[src/rtl/delayed_task_timer_table_macros.svh]
// ----------------------------------------------------------------------------
// Delayed task timer table assertion macros
// Shared concurrent assertion forms for the timer table RTL.
// ----------------------------------------------------------------------------
`ifndef DELAYED_TASK_TIMER_TABLE_MACROS_SVH
`define DELAYED_TASK_TIMER_TABLE_MACROS_SVH

// Same-cycle implication under reset.
`define DTT_ASSERT_IMP(name, clk, rst_n, ante, cons) \
  name: assert property (@(posedge clk) disable iff (!rst_n) (ante) |-> (cons)) \
    else $error("timer table assertion failed");

// Next-cycle implication under reset.
`define DTT_ASSERT_NXT(name, clk, rst_n, ante, cons) \
  name: assert property (@(posedge clk) disable iff (!rst_n) (ante) |=> (cons)) \
    else $error("timer table assertion failed");

`endif

[src/rtl/dtt_pkg.sv]
// ----------------------------------------------------------------------------
// Delayed task timer table package
// Widths, codes, state types and request/response types shared by the table.
// ----------------------------------------------------------------------------
package dtt_pkg;

  localparam int MAX_DELAYED = 16;
  localparam int SLOT_W      = $clog2(MAX_DELAYED);
  localparam int TASK_W      = 8;
  localparam int MS_W        = 24;
  localparam int RATE_W      = 17;
  localparam int TICKS_W     = 32;
  localparam int PROD_W      = MS_W + RATE_W;
  localparam int MS_PER_SEC  = 1000;
  localparam int REM_W       = $clog2(MS_PER_SEC);
  localparam int FIFO_DEPTH  = 2;
  localparam int FIFO_PTR_W  = $clog2(FIFO_DEPTH);
  localparam int FIFO_CNT_W  = $clog2(FIFO_DEPTH + 1);

  // 1000 = 8 * 125: shift out the 8, then multiply by a rounded-up 1/125
  localparam int DIV8_SH   = 3;
  localparam int RCP_MS_W  = 22;
  localparam int RCP_MS_SH = 28;
  localparam logic [RCP_MS_W-1:0] RCP_MS = RCP_MS_W'(2147484);
  localparam int SPLIT_W   = MS_W - DIV8_SH + RCP_MS_W;
  localparam int QM_W      = SPLIT_W - RCP_MS_SH;
  localparam int Z_W       = REM_W + RATE_W;
  localparam int RCP_Z_W   = 25;
  localparam int RCP_Z_SH  = 31;
  localparam logic [RCP_Z_W-1:0] RCP_Z = RCP_Z_W'(17179870);
  localparam int QUO_W     = Z_W - DIV8_SH + RCP_Z_W;
  localparam int QZ_W      = QUO_W - RCP_Z_SH;

  localparam logic [RATE_W-1:0] RATE_RESET = RATE_W'(1000);

  typedef enum logic [0:0] {
    OP_DELAY = 1'b0,
    OP_TICK  = 1'b1
  } op_e;

  typedef enum logic [1:0] {
    KIND_ACCEPTED  = 2'd0,
    KIND_FULL      = 2'd1,
    KIND_RELEASED  = 2'd2,
    KIND_IDLE_TICK = 2'd3
  } kind_e;

  typedef enum logic [1:0] {
    CMD_DELAY    = 2'd0,
    CMD_TICK     = 2'd1,
    CMD_NOP_TICK = 2'd2
  } cmd_e;

  typedef enum logic [2:0] {
    FR_IDLE,
    FR_SPLIT,
    FR_REM,
    FR_MUL,
    FR_QUO,
    FR_SUM,
    FR_PUSH
  } fr_state_e;

  typedef enum logic [0:0] {
    BK_IDLE,
    BK_RELEASE
  } bk_state_e;

  typedef struct packed {
    op_e               op;
    logic [TASK_W-1:0] task_id;
    logic [MS_W-1:0]   delay_ms;
    logic              running;
  } in_req_t;

  typedef struct packed {
    kind_e             kind;
    logic [TASK_W-1:0] released_task;
    logic              last;
  } out_rsp_t;

  typedef struct packed {
    cmd_e               code;
    logic [TASK_W-1:0]  task_id;
    logic [TICKS_W-1:0] ticks;
  } cmd_t;

endpackage

[src/rtl/delayed_task_timer_table.sv]
// Delay request: the front end steps through split by 1000, remainder, two products,
//   reciprocal quotient, sum and push, then the command is queued for the table engine.
// Tick: a releasing tick first updates the table, then emits one released id per cycle
//   while the output is not stalled (up to 16).
// The front end takes no new request until its command is pushed; output stalls back up.
// Reset: all slots free, tick rate 1000 Hz, queue and output register empty.
// ----------------------------------------------------------------------------
// Delayed task timer table
// Delay list with per-tick countdown: front end, command queue, table engine.
// ----------------------------------------------------------------------------
`include "delayed_task_timer_table_macros.svh"

module delayed_task_timer_table (
  input  logic                       clk_i,
  input  logic                       rst_ni,
  input  logic                       cfg_valid_i,
  output logic                       cfg_ready_o,
  input  logic [dtt_pkg::RATE_W-1:0] cfg_data_i,
  input  logic                       in_valid_i,
  output logic                       in_ready_o,
  input  dtt_pkg::in_req_t           in_req_i,
  output logic                       out_valid_o,
  input  logic                       out_ready_i,
  output dtt_pkg::out_rsp_t          out_rsp_o
);

  logic          fr_valid, fr_ready;
  dtt_pkg::cmd_t fr_cmd;
  logic          bk_valid, bk_ready;
  dtt_pkg::cmd_t bk_cmd;
  logic          in_fire, out_more, rel_out;

  dtt_front u_front (
    .clk_i       (clk_i),
    .rst_ni      (rst_ni),
    .cfg_valid_i (cfg_valid_i),
    .cfg_ready_o (cfg_ready_o),
    .cfg_data_i  (cfg_data_i),
    .in_valid_i  (in_valid_i),
    .in_ready_o  (in_ready_o),
    .in_req_i    (in_req_i),
    .cmd_valid_o (fr_valid),
    .cmd_ready_i (fr_ready),
    .cmd_o       (fr_cmd)
  );

  dtt_cmd_fifo u_fifo (
    .clk_i        (clk_i),
    .rst_ni       (rst_ni),
    .push_valid_i (fr_valid),
    .push_ready_o (fr_ready),
    .push_data_i  (fr_cmd),
    .pop_valid_o  (bk_valid),
    .pop_ready_i  (bk_ready),
    .pop_data_o   (bk_cmd)
  );

  dtt_back u_back (
    .clk_i       (clk_i),
    .rst_ni      (rst_ni),
    .cmd_valid_i (bk_valid),
    .cmd_ready_o (bk_ready),
    .cmd_i       (bk_cmd),
    .out_valid_o (out_valid_o),
    .out_ready_i (out_ready_i),
    .out_rsp_o   (out_rsp_o)
  );

  assign in_fire  = in_valid_i && in_ready_o;
  assign out_more = out_valid_o && out_ready_i && !out_rsp_o.last;
  assign rel_out  = out_valid_o && (out_rsp_o.kind == dtt_pkg::KIND_RELEASED);

  `DTT_ASSERT_NXT(a_front_busy_after_request, clk_i, rst_ni, in_fire, !in_ready_o)
  `DTT_ASSERT_NXT(a_release_burst_unbroken, clk_i, rst_ni, out_more, rel_out)
  `DTT_ASSERT_IMP(a_queue_push_only_from_front, clk_i, rst_ni, fr_valid && fr_ready, !in_ready_o)

endmodule

[src/rtl/dtt_front.sv]
// ----------------------------------------------------------------------------
// Timer table front end
// Accepts requests, converts delays to ticks by reciprocal division by 1000.
// ----------------------------------------------------------------------------
module dtt_front (
  input  logic                           clk_i,
  input  logic                           rst_ni,
  input  logic                           cfg_valid_i,
  output logic                           cfg_ready_o,
  input  logic [dtt_pkg::RATE_W-1:0]     cfg_data_i,
  input  logic                           in_valid_i,
  output logic                           in_ready_o,
  input  dtt_pkg::in_req_t               in_req_i,
  output logic                           cmd_valid_o,
  input  logic                           cmd_ready_i,
  output dtt_pkg::cmd_t                  cmd_o
);

  dtt_pkg::fr_state_e                 state_q, state_d;
  logic [dtt_pkg::RATE_W-1:0]         rate_q;
  logic [dtt_pkg::TASK_W-1:0]         task_q, task_d;
  logic [dtt_pkg::MS_W-1:0]           ms_q, ms_d;
  logic [dtt_pkg::QM_W-1:0]           qm_q, qm_d;
  logic [dtt_pkg::REM_W-1:0]          rm_q, rm_d;
  logic [dtt_pkg::Z_W-1:0]            z_q, z_d;
  logic [dtt_pkg::TICKS_W-1:0]        hi_q, hi_d;
  logic [dtt_pkg::QZ_W-1:0]           qz_q, qz_d;
  logic [dtt_pkg::SPLIT_W-1:0]        split_prod;
  logic [dtt_pkg::MS_W-1:0]           rm_full;
  logic [dtt_pkg::QUO_W-1:0]          quo_prod;
  dtt_pkg::cmd_t                      cmd_q, cmd_d;

  assign cfg_ready_o = 1'b1;
  assign in_ready_o  = (state_q == dtt_pkg::FR_IDLE);
  assign cmd_valid_o = (state_q == dtt_pkg::FR_PUSH);
  assign cmd_o       = cmd_q;

  assign split_prod = dtt_pkg::SPLIT_W'(ms_q[dtt_pkg::MS_W-1:dtt_pkg::DIV8_SH]) *
                      dtt_pkg::SPLIT_W'(dtt_pkg::RCP_MS);
  assign rm_full    = ms_q - dtt_pkg::MS_W'(qm_q) * dtt_pkg::MS_W'(dtt_pkg::MS_PER_SEC);
  assign quo_prod   = dtt_pkg::QUO_W'(z_q[dtt_pkg::Z_W-1:dtt_pkg::DIV8_SH]) *
                      dtt_pkg::QUO_W'(dtt_pkg::RCP_Z);

  always_comb begin
    state_d = state_q;
    task_d  = task_q;
    ms_d    = ms_q;
    qm_d    = qm_q;
    rm_d    = rm_q;
    z_d     = z_q;
    hi_d    = hi_q;
    qz_d    = qz_q;
    cmd_d   = cmd_q;
    case (state_q)
      dtt_pkg::FR_IDLE: begin
        if (in_valid_i) begin
          task_d = in_req_i.task_id;
          ms_d   = in_req_i.delay_ms;
          if (in_req_i.op == dtt_pkg::OP_TICK) begin
            if (in_req_i.running) begin
              cmd_d.code = dtt_pkg::CMD_TICK;
            end else begin
              cmd_d.code = dtt_pkg::CMD_NOP_TICK;
            end
            cmd_d.task_id = '0;
            cmd_d.ticks   = '0;
            state_d       = dtt_pkg::FR_PUSH;
          end else begin
            state_d = dtt_pkg::FR_SPLIT;
          end
        end
      end
      dtt_pkg::FR_SPLIT: begin
        qm_d    = split_prod[dtt_pkg::SPLIT_W-1:dtt_pkg::RCP_MS_SH];
        state_d = dtt_pkg::FR_REM;
      end
      dtt_pkg::FR_REM: begin
        rm_d    = rm_full[dtt_pkg::REM_W-1:0];
        state_d = dtt_pkg::FR_MUL;
      end
      dtt_pkg::FR_MUL: begin
        z_d     = dtt_pkg::Z_W'(rm_q) * dtt_pkg::Z_W'(rate_q);
        hi_d    = dtt_pkg::TICKS_W'(qm_q) * dtt_pkg::TICKS_W'(rate_q);
        state_d = dtt_pkg::FR_QUO;
      end
      dtt_pkg::FR_QUO: begin
        qz_d    = quo_prod[dtt_pkg::QUO_W-1:dtt_pkg::RCP_Z_SH];
        state_d = dtt_pkg::FR_SUM;
      end
      dtt_pkg::FR_SUM: begin
        cmd_d.code    = dtt_pkg::CMD_DELAY;
        cmd_d.task_id = task_q;
        cmd_d.ticks   = hi_q + dtt_pkg::TICKS_W'(qz_q);
        state_d       = dtt_pkg::FR_PUSH;
      end
      dtt_pkg::FR_PUSH: begin
        if (cmd_ready_i) begin
          state_d = dtt_pkg::FR_IDLE;
        end
      end
      default: begin
        state_d = dtt_pkg::FR_IDLE;
      end
    endcase
  end

  always_ff @(posedge clk_i or negedge rst_ni) begin
    if (!rst_ni) begin
      state_q <= dtt_pkg::FR_IDLE;
      rate_q  <= dtt_pkg::RATE_RESET;
    end else begin
      state_q <= state_d;
      if (cfg_valid_i) begin
        rate_q <= cfg_data_i;
      end
    end
  end

  always_ff @(posedge clk_i) begin
    task_q <= task_d;
    ms_q   <= ms_d;
    qm_q   <= qm_d;
    rm_q   <= rm_d;
    z_q    <= z_d;
    hi_q   <= hi_d;
    qz_q   <= qz_d;
    cmd_q  <= cmd_d;
  end

endmodule

[src/rtl/dtt_cmd_fifo.sv]
// ----------------------------------------------------------------------------
// Timer table command queue
// Two-entry queue that decouples the front end from the table engine.
// ----------------------------------------------------------------------------
module dtt_cmd_fifo (
  input  logic          clk_i,
  input  logic          rst_ni,
  input  logic          push_valid_i,
  output logic          push_ready_o,
  input  dtt_pkg::cmd_t push_data_i,
  output logic          pop_valid_o,
  input  logic          pop_ready_i,
  output dtt_pkg::cmd_t pop_data_o
);

  dtt_pkg::cmd_t                   mem_q [dtt_pkg::FIFO_DEPTH];
  logic [dtt_pkg::FIFO_PTR_W-1:0]  wr_ptr_q, rd_ptr_q;
  logic [dtt_pkg::FIFO_CNT_W-1:0]  count_q;
  logic                            push, pop;

  assign push_ready_o = (count_q != dtt_pkg::FIFO_CNT_W'(dtt_pkg::FIFO_DEPTH));
  assign pop_valid_o  = (count_q != '0);
  assign pop_data_o   = mem_q[rd_ptr_q];
  assign push         = push_valid_i && push_ready_o;
  assign pop          = pop_valid_o && pop_ready_i;

  always_ff @(posedge clk_i or negedge rst_ni) begin
    if (!rst_ni) begin
      wr_ptr_q <= '0;
      rd_ptr_q <= '0;
      count_q  <= '0;
    end else begin
      if (push) begin
        wr_ptr_q <= wr_ptr_q + 1'b1;
      end
      if (pop) begin
        rd_ptr_q <= rd_ptr_q + 1'b1;
      end
      if (push && !pop) begin
        count_q <= count_q + 1'b1;
      end else if (pop && !push) begin
        count_q <= count_q - 1'b1;
      end
    end
  end

  always_ff @(posedge clk_i) begin
    if (push) begin
      mem_q[wr_ptr_q] <= push_data_i;
    end
  end

endmodule

[src/rtl/dtt_back.sv]
// ----------------------------------------------------------------------------
// Timer table engine
// Holds the slot table, runs delay and tick commands, emits responses.
// ----------------------------------------------------------------------------
module dtt_back (
  input  logic              clk_i,
  input  logic              rst_ni,
  input  logic              cmd_valid_i,
  output logic              cmd_ready_o,
  input  dtt_pkg::cmd_t     cmd_i,
  output logic              out_valid_o,
  input  logic              out_ready_i,
  output dtt_pkg::out_rsp_t out_rsp_o
);

  dtt_pkg::bk_state_e                  state_q, state_d;
  logic [dtt_pkg::MAX_DELAYED-1:0]     valid_q, valid_d;
  logic [dtt_pkg::MAX_DELAYED-1:0]     mask_q, mask_d;
  logic [dtt_pkg::TASK_W-1:0]          task_q  [dtt_pkg::MAX_DELAYED];
  logic [dtt_pkg::TICKS_W-1:0]         ticks_q [dtt_pkg::MAX_DELAYED];
  logic [dtt_pkg::MAX_DELAYED-1:0]     expire;
  logic [dtt_pkg::SLOT_W-1:0]          free_idx, rel_idx;
  logic                                free_found;
  logic [dtt_pkg::MAX_DELAYED-1:0]     rel_onehot;
  logic                                rel_last;
  logic                                out_valid_q, out_valid_d;
  dtt_pkg::out_rsp_t                   out_q, out_d;
  logic                                out_load_ok;
  logic                                wr_en, tick_en;

  assign out_load_ok = !out_valid_q || out_ready_i;
  assign cmd_ready_o = (state_q == dtt_pkg::BK_IDLE) && out_load_ok;
  assign out_valid_o = out_valid_q;
  assign out_rsp_o   = out_q;

  always_comb begin
    free_idx   = '0;
    free_found = 1'b0;
    rel_idx    = '0;
    for (int i = dtt_pkg::MAX_DELAYED - 1; i >= 0; i--) begin
      expire[i] = valid_q[i] && (ticks_q[i] <= dtt_pkg::TICKS_W'(1));
      if (!valid_q[i]) begin
        free_idx   = dtt_pkg::SLOT_W'(i);
        free_found = 1'b1;
      end
      if (mask_q[i]) begin
        rel_idx = dtt_pkg::SLOT_W'(i);
      end
    end
    rel_onehot          = '0;
    rel_onehot[rel_idx] = 1'b1;
    rel_last            = ((mask_q & ~rel_onehot) == '0);
  end

  always_comb begin
    state_d     = state_q;
    valid_d     = valid_q;
    mask_d      = mask_q;
    out_valid_d = out_valid_q && !out_ready_i;
    out_d       = out_q;
    wr_en       = 1'b0;
    tick_en     = 1'b0;
    case (state_q)
      dtt_pkg::BK_IDLE: begin
        if (cmd_valid_i && out_load_ok) begin
          case (cmd_i.code)
            dtt_pkg::CMD_DELAY: begin
              wr_en               = free_found;
              out_valid_d         = 1'b1;
              out_d.kind          = free_found ? dtt_pkg::KIND_ACCEPTED : dtt_pkg::KIND_FULL;
              out_d.released_task = cmd_i.task_id;
              out_d.last          = 1'b1;
              if (free_found) begin
                valid_d[free_idx] = 1'b1;
              end
            end
            dtt_pkg::CMD_TICK: begin
              tick_en = 1'b1;
              valid_d = valid_q & ~expire;
              mask_d  = expire;
              if (expire != '0) begin
                state_d = dtt_pkg::BK_RELEASE;
              end else begin
                out_valid_d         = 1'b1;
                out_d.kind          = dtt_pkg::KIND_IDLE_TICK;
                out_d.released_task = '0;
                out_d.last          = 1'b1;
              end
            end
            dtt_pkg::CMD_NOP_TICK: begin
              out_valid_d         = 1'b1;
              out_d.kind          = dtt_pkg::KIND_IDLE_TICK;
              out_d.released_task = '0;
              out_d.last          = 1'b1;
            end
            default: begin
              out_valid_d = out_valid_q && !out_ready_i;
            end
          endcase
        end
      end
      dtt_pkg::BK_RELEASE: begin
        if (out_load_ok) begin
          out_valid_d         = 1'b1;
          out_d.kind          = dtt_pkg::KIND_RELEASED;
          out_d.released_task = task_q[rel_idx];
          out_d.last          = rel_last;
          mask_d              = mask_q & ~rel_onehot;
          if (rel_last) begin
            state_d = dtt_pkg::BK_IDLE;
          end
        end
      end
      default: begin
        state_d = dtt_pkg::BK_IDLE;
      end
    endcase
  end

  always_ff @(posedge clk_i or negedge rst_ni) begin
    if (!rst_ni) begin
      state_q     <= dtt_pkg::BK_IDLE;
      valid_q     <= '0;
      mask_q      <= '0;
      out_valid_q <= 1'b0;
    end else begin
      state_q     <= state_d;
      valid_q     <= valid_d;
      mask_q      <= mask_d;
      out_valid_q <= out_valid_d;
    end
  end

  always_ff @(posedge clk_i) begin
    out_q <= out_d;
    for (int i = 0; i < dtt_pkg::MAX_DELAYED; i++) begin
      if (tick_en && valid_q[i] && !expire[i]) begin
        ticks_q[i] <= ticks_q[i] - dtt_pkg::TICKS_W'(1);
      end
    end
    if (wr_en) begin
      task_q[free_idx]  <= cmd_i.task_id;
      ticks_q[free_idx] <= cmd_i.ticks;
    end
  end

endmodule
[config.mk]
export PLATFORM = sky130hd
export DESIGN_NAME = delayed_task_timer_table
export DESIGN_NICKNAME = d
export VERILOG_FILES = /design/src/rtl/dtt_pkg.sv /design/src/rtl/delayed_task_timer_table.sv /design/src/rtl/dtt_front.sv /design/src/rtl/dtt_cmd_fifo.sv /design/src/rtl/dtt_back.sv
export VERILOG_INCLUDE_DIRS = /design/src /design/src/rtl
export SDC_FILE = /design/constraint.sdc
export NUM_CORES = 2
export LEC_CHECK = 0
export BUFFER_PORTS_ARGS = -buffer_cell sky130_fd_sc_hd__buf_2
export CAP_MARGIN = 40
export CORE_MARGIN = 5
export CORE_UTILIZATION = 64
export CTS_BUF_LIST = sky130_fd_sc_hd__clkbuf_8
export CTS_CLUSTER_DIAMETER = 40
export CTS_CLUSTER_SIZE = 8
export DETAILED_ROUTE_END_ITERATION = 6
export HOLD_SLACK_MARGIN = 0.15
export PLACE_DENSITY = 0.8
export SLEW_MARGIN = 20
export SYNTH_ARGS = -nofsm -noshare
export SYNTH_HDL_FRONTEND = slang
export SYNTH_SLANG_ARGS = --single-unit
[constraint.sdc]
create_clock -name clk_i -period 17 [get_ports clk_i]
set_input_delay 1.7 -clock clk_i [delete_from_list [all_inputs] [get_ports clk_i]]
set_output_delay 1.7 -clock clk_i [all_outputs]
set_load 0.02 [all_outputs]
==> impl_results.md <==
- Status: completed
- Antenna violations before repair: 10
- Wire length reported by the detailed router: 186900 µm
- Mean Syn Cell Area: 10.47 µm²
- CP Class: flop to flop
- Post-CTS Repair Setup Buffers: 0
- Post-synth ARST share: 0.06004
- Total gr overflow: 0
- Vias in the first global route: 55732
- Mapped cell area: 0.07658 mm²
- Clk_skew: 0.06299 ns
- Area leader, netlist: edfxtp_1
- Syn Inst Count: 7317
- Fin. Hold Viols: 0
- Reg2reg end: u_front.qz_q[16]
- Yosys cell types: 93
- WP data arrival: 8.01 ns
- Critical Path Max Stage Delay: 0.72 ns
- CTS buffer count: 157
- Sequential fraction of the synthesis area: 0.3751
- Clock-pin slew on the worst setup and hold paths: 0.06 ns
- Clock Latency Late Sink: 0.90 ns
- Final setup fails: 0
- Worst r2r src: u_front.z_q[18]
- Sequential cell area: 0.02873 mm²
- Final ANT Viol Nets: 0
- Clock Tree Root: clkbuf_8
- Hold path depth: 0
- Synthesized flop and latch total: 966
- Synthesized Nets: 8613
- NumNets Final: 8698
- Starting DRT DRC Count: 5056
- CP Launch Point: u_front.z_q[18]
- Register-to-register path setup slack: 9.57 ns
- CTS sink cnt: 966
- Hold WC Path Type: flop to flop
- Max Buffers Root-to-Sink: 3
- Hold path endpoint: u_front.rm_q[1]
- Gr usage total: 0.2978
- First-pass GRT wire length: 297600 µm
- Syn. warnings: 0
- Hpwl dp: 135300 µm
- # fillers: 8535
- Area of the multi-input gates: 0.04373 mm²
- Io pins: 70
- Minimum clock period: 7.433 ns
- Fraction of layout cells with a size suffix above 1: 0.06949
- Routed vias: 54334
- Post-CTS Hold Buffers: 0
- Startpoint Class: flop
- DR vias/cell: 5.960
- Max_cap viols: 0
- FMAX: 0.1345 GHz
- Starting Density: 0.6417
- DIE HEIGHT: 355.9 µm
- DRC viols: 0
- Post-route setup TNS: 0 ns
- R2R depth: 23
- CP required: 17.58 ns
- Largest net degree at the start of global routing: 73
- EDFF count, synth: 908
- Post-CTS sizing: 0
- Final Max Tran Viols: 0
- Htree depth: 4
- CP cell instances: fa_1 > inv_1 > fa_1 > inv_1 > ha_1 > inv_1 > fa_1 > fa_1 > inv_1 > fa_1 > inv_1 > fa_1 > inv_1 > ha_1 > o21ai_0 > a21oi_1 > o21ai_0 > a211oi_1 > nand3_1 > and3_1 > a2111oi_0 > nand2b_1 > a311oi_1
- Slew Limit Headroom: 0.4068
- GP Congestion: 0.9293
- Die area: 0.1267 mm²
- Core area: 0.1193 mm²
- Prevailing post-synth register cell: edfxtp_1
- WL per Instance: 20.50 µm
- Slew @ Worst Pin: 0.8832 ns
- RSZ-0062 raised after global routing: no
- Port buffer count: 68
- Final Cycle Share: 0.4373
- CTS tree: built
- Area contributors post-synth: edfxtp_1 (36%), fa_1 (15%), ha_1 (11%), inv_1 (4.9%), nand2_1 (3.4%)
- TritonRoute pass-1 iters: 6
- CP endpoint kind: flop
- CP Max Fanout: 11
- Area Overhead vs Synth: 7.816%
- Die W: 355.9 µm
- Slowest cell on crit path: a2111oi_0
- Final design utilization: 0.6919
- Min-delay src: u_front.ms_q[1]
- Row count: 127
- Synth top area share: 0.3560
## per-layer routing
metal / wire [µm] / share of wire / track usage
met5: 19 / 0.00010 / 0
met1: 73760 / 0.39 / 0.3864
met3: 14940 / 0.080 / 0.05277
met4: 8093 / 0.043 / 0.1243
met2: 90070 / 0.48 / 0.4985
## registers in the layout (all words and copies together) (netlist names)
| signal | cells |
|---|---|
| u_back.mask_q | 16 |
| u_back.out_rsp_o | 11 |
| u_back.out_valid_o | 1 |
| u_back.state_q | 1 |
| u_back.task_q | 128 |
| u_back.ticks_q | 512 |
| u_back.valid_q | 16 |
| u_fifo.count_q | 2 |
| u_fifo.mem_q | 84 |
| u_fifo.rd_ptr_q | 1 |
| u_fifo.wr_ptr_q | 1 |
| u_front.cmd_o | 42 |
| u_front.hi_q | 32 |
| u_front.ms_q | 24 |
| u_front.qm_q | 15 |
| u_front.qz_q | 18 |
| u_front.rate_q | 17 |
| u_front.rm_q | 10 |
| u_front.state_q | 3 |
| u_front.task_q | 8 |
| u_front.z_q | 24 |
## synth_stat cells (all sizes together) (37+ instances only)
cell type  instances
a21o              37
xnor2            281
mux2i            222
nand3            112
xor2             256
nor3             215
and3              48
fa               582
buf               38
nor2             457
and2             229
o21ai            337
ha               658
clkbuf           210
a21oi            298
inv              992
or4               58
nand2            696
nor4             101
or3               61
dfrtp             52
edfxtp           908
## worst max-delay path by stage
stage	end	slack, ns	cells past startpoint
2_1_floorplan	u_front.qz_q[16]	10.60	23
3_3_place_gp	u_front.qz_q[16]	9.73	23
3_5_place_dp	u_front.qz_q[16]	9.56	23
4_1_cts	u_front.qz_q[16]	9.62	23
5_1_grt	u_front.qz_q[16]	9.18	23
6_report	u_front.qz_q[16]	9.57	23
## per-stage QoR
step                      area [µm²]  hold slack [ns]  instances  setup WS (ns)
after global routing           82560           0.4226       9114          9.179
after CTS                      82490           0.4202       9104          9.624
after global placement         79130           0.4073       8828          9.731
final                          82570           0.4184       9117          9.567
after floorplan                76580           0.4003       7317          10.60
after detailed placement       79500           0.4066       8850          9.556
## cell type report
type | instances | area share
multi-input cells | 5109 | 0.5296
flip-flops and latches | 966 | 0.3479
inverters | 994 | 0.04519
clock buffers | 160 | 0.02667
well taps | 1612 | 0.02443
repair buffers | 174 | 0.01638
clock inverters | 94 | 0.009547
diodes | 8 | 0.0002425
## logic make-up (layout without fill, tap and decap cells)
family,count (synthesis),count (layout),share of synthesized area
AOI/OAI and AO/OA,940,940,0.07318
xor gates and xnor gates,537,537,0.06142
adders and majority gates,1240,1240,0.2596
buffers and inverters,1242,1422,0.06138
DFF,966,966,0.3751
muxes,255,255,0.03387
other,1,9,0.00004897
and+or+nand+nor,2136,2136,0.1354
## worst max-delay path: cells and delay by family (launching register included)
family	cells	cell delay, ns
AO/OA/AOI/OAI	6	1.75
adder cells (fa/ha/maj)	8	3.72
buffers and inverters	6	0.31
flip-flops	1	0.66
AND/OR/NAND/NOR	3	0.73
## layout by cell type (no fill, tap or decap), types with 13 or more instances in the layout
cell type  count
buf_2         71
mux2i_4       25
a21oi_1      293
a211oi_1      22
clkbuf_8     160
xor2_1       256
nand3_1      109
nor2_1       451
mux2_2        33
fa_1         582
o21ai_0      288
a21o_1        37
o22ai_1       17
nor4_1        92
o31a_1        13
inv_1       1037
edfxtp_1     908
buf_4         82
ha_1         658
dfrtp_1       51
nand4_1       30
nor2b_1       22
a31oi_1       29
o21ai_1       44
mux2i_1      192
nand3b_1      19
and3_1        48
and2_1       227
nand2_1      696
o21a_1        16
o21bai_1      15
or4_1         57
o31ai_1       25
nand2b_1      36
xnor2_1      281
nor3_1       209
or3_1         60
Power is left out: the tool's default activity adds up to more than one toggle a clock period on the data nets, which glitch-free logic cannot reach.
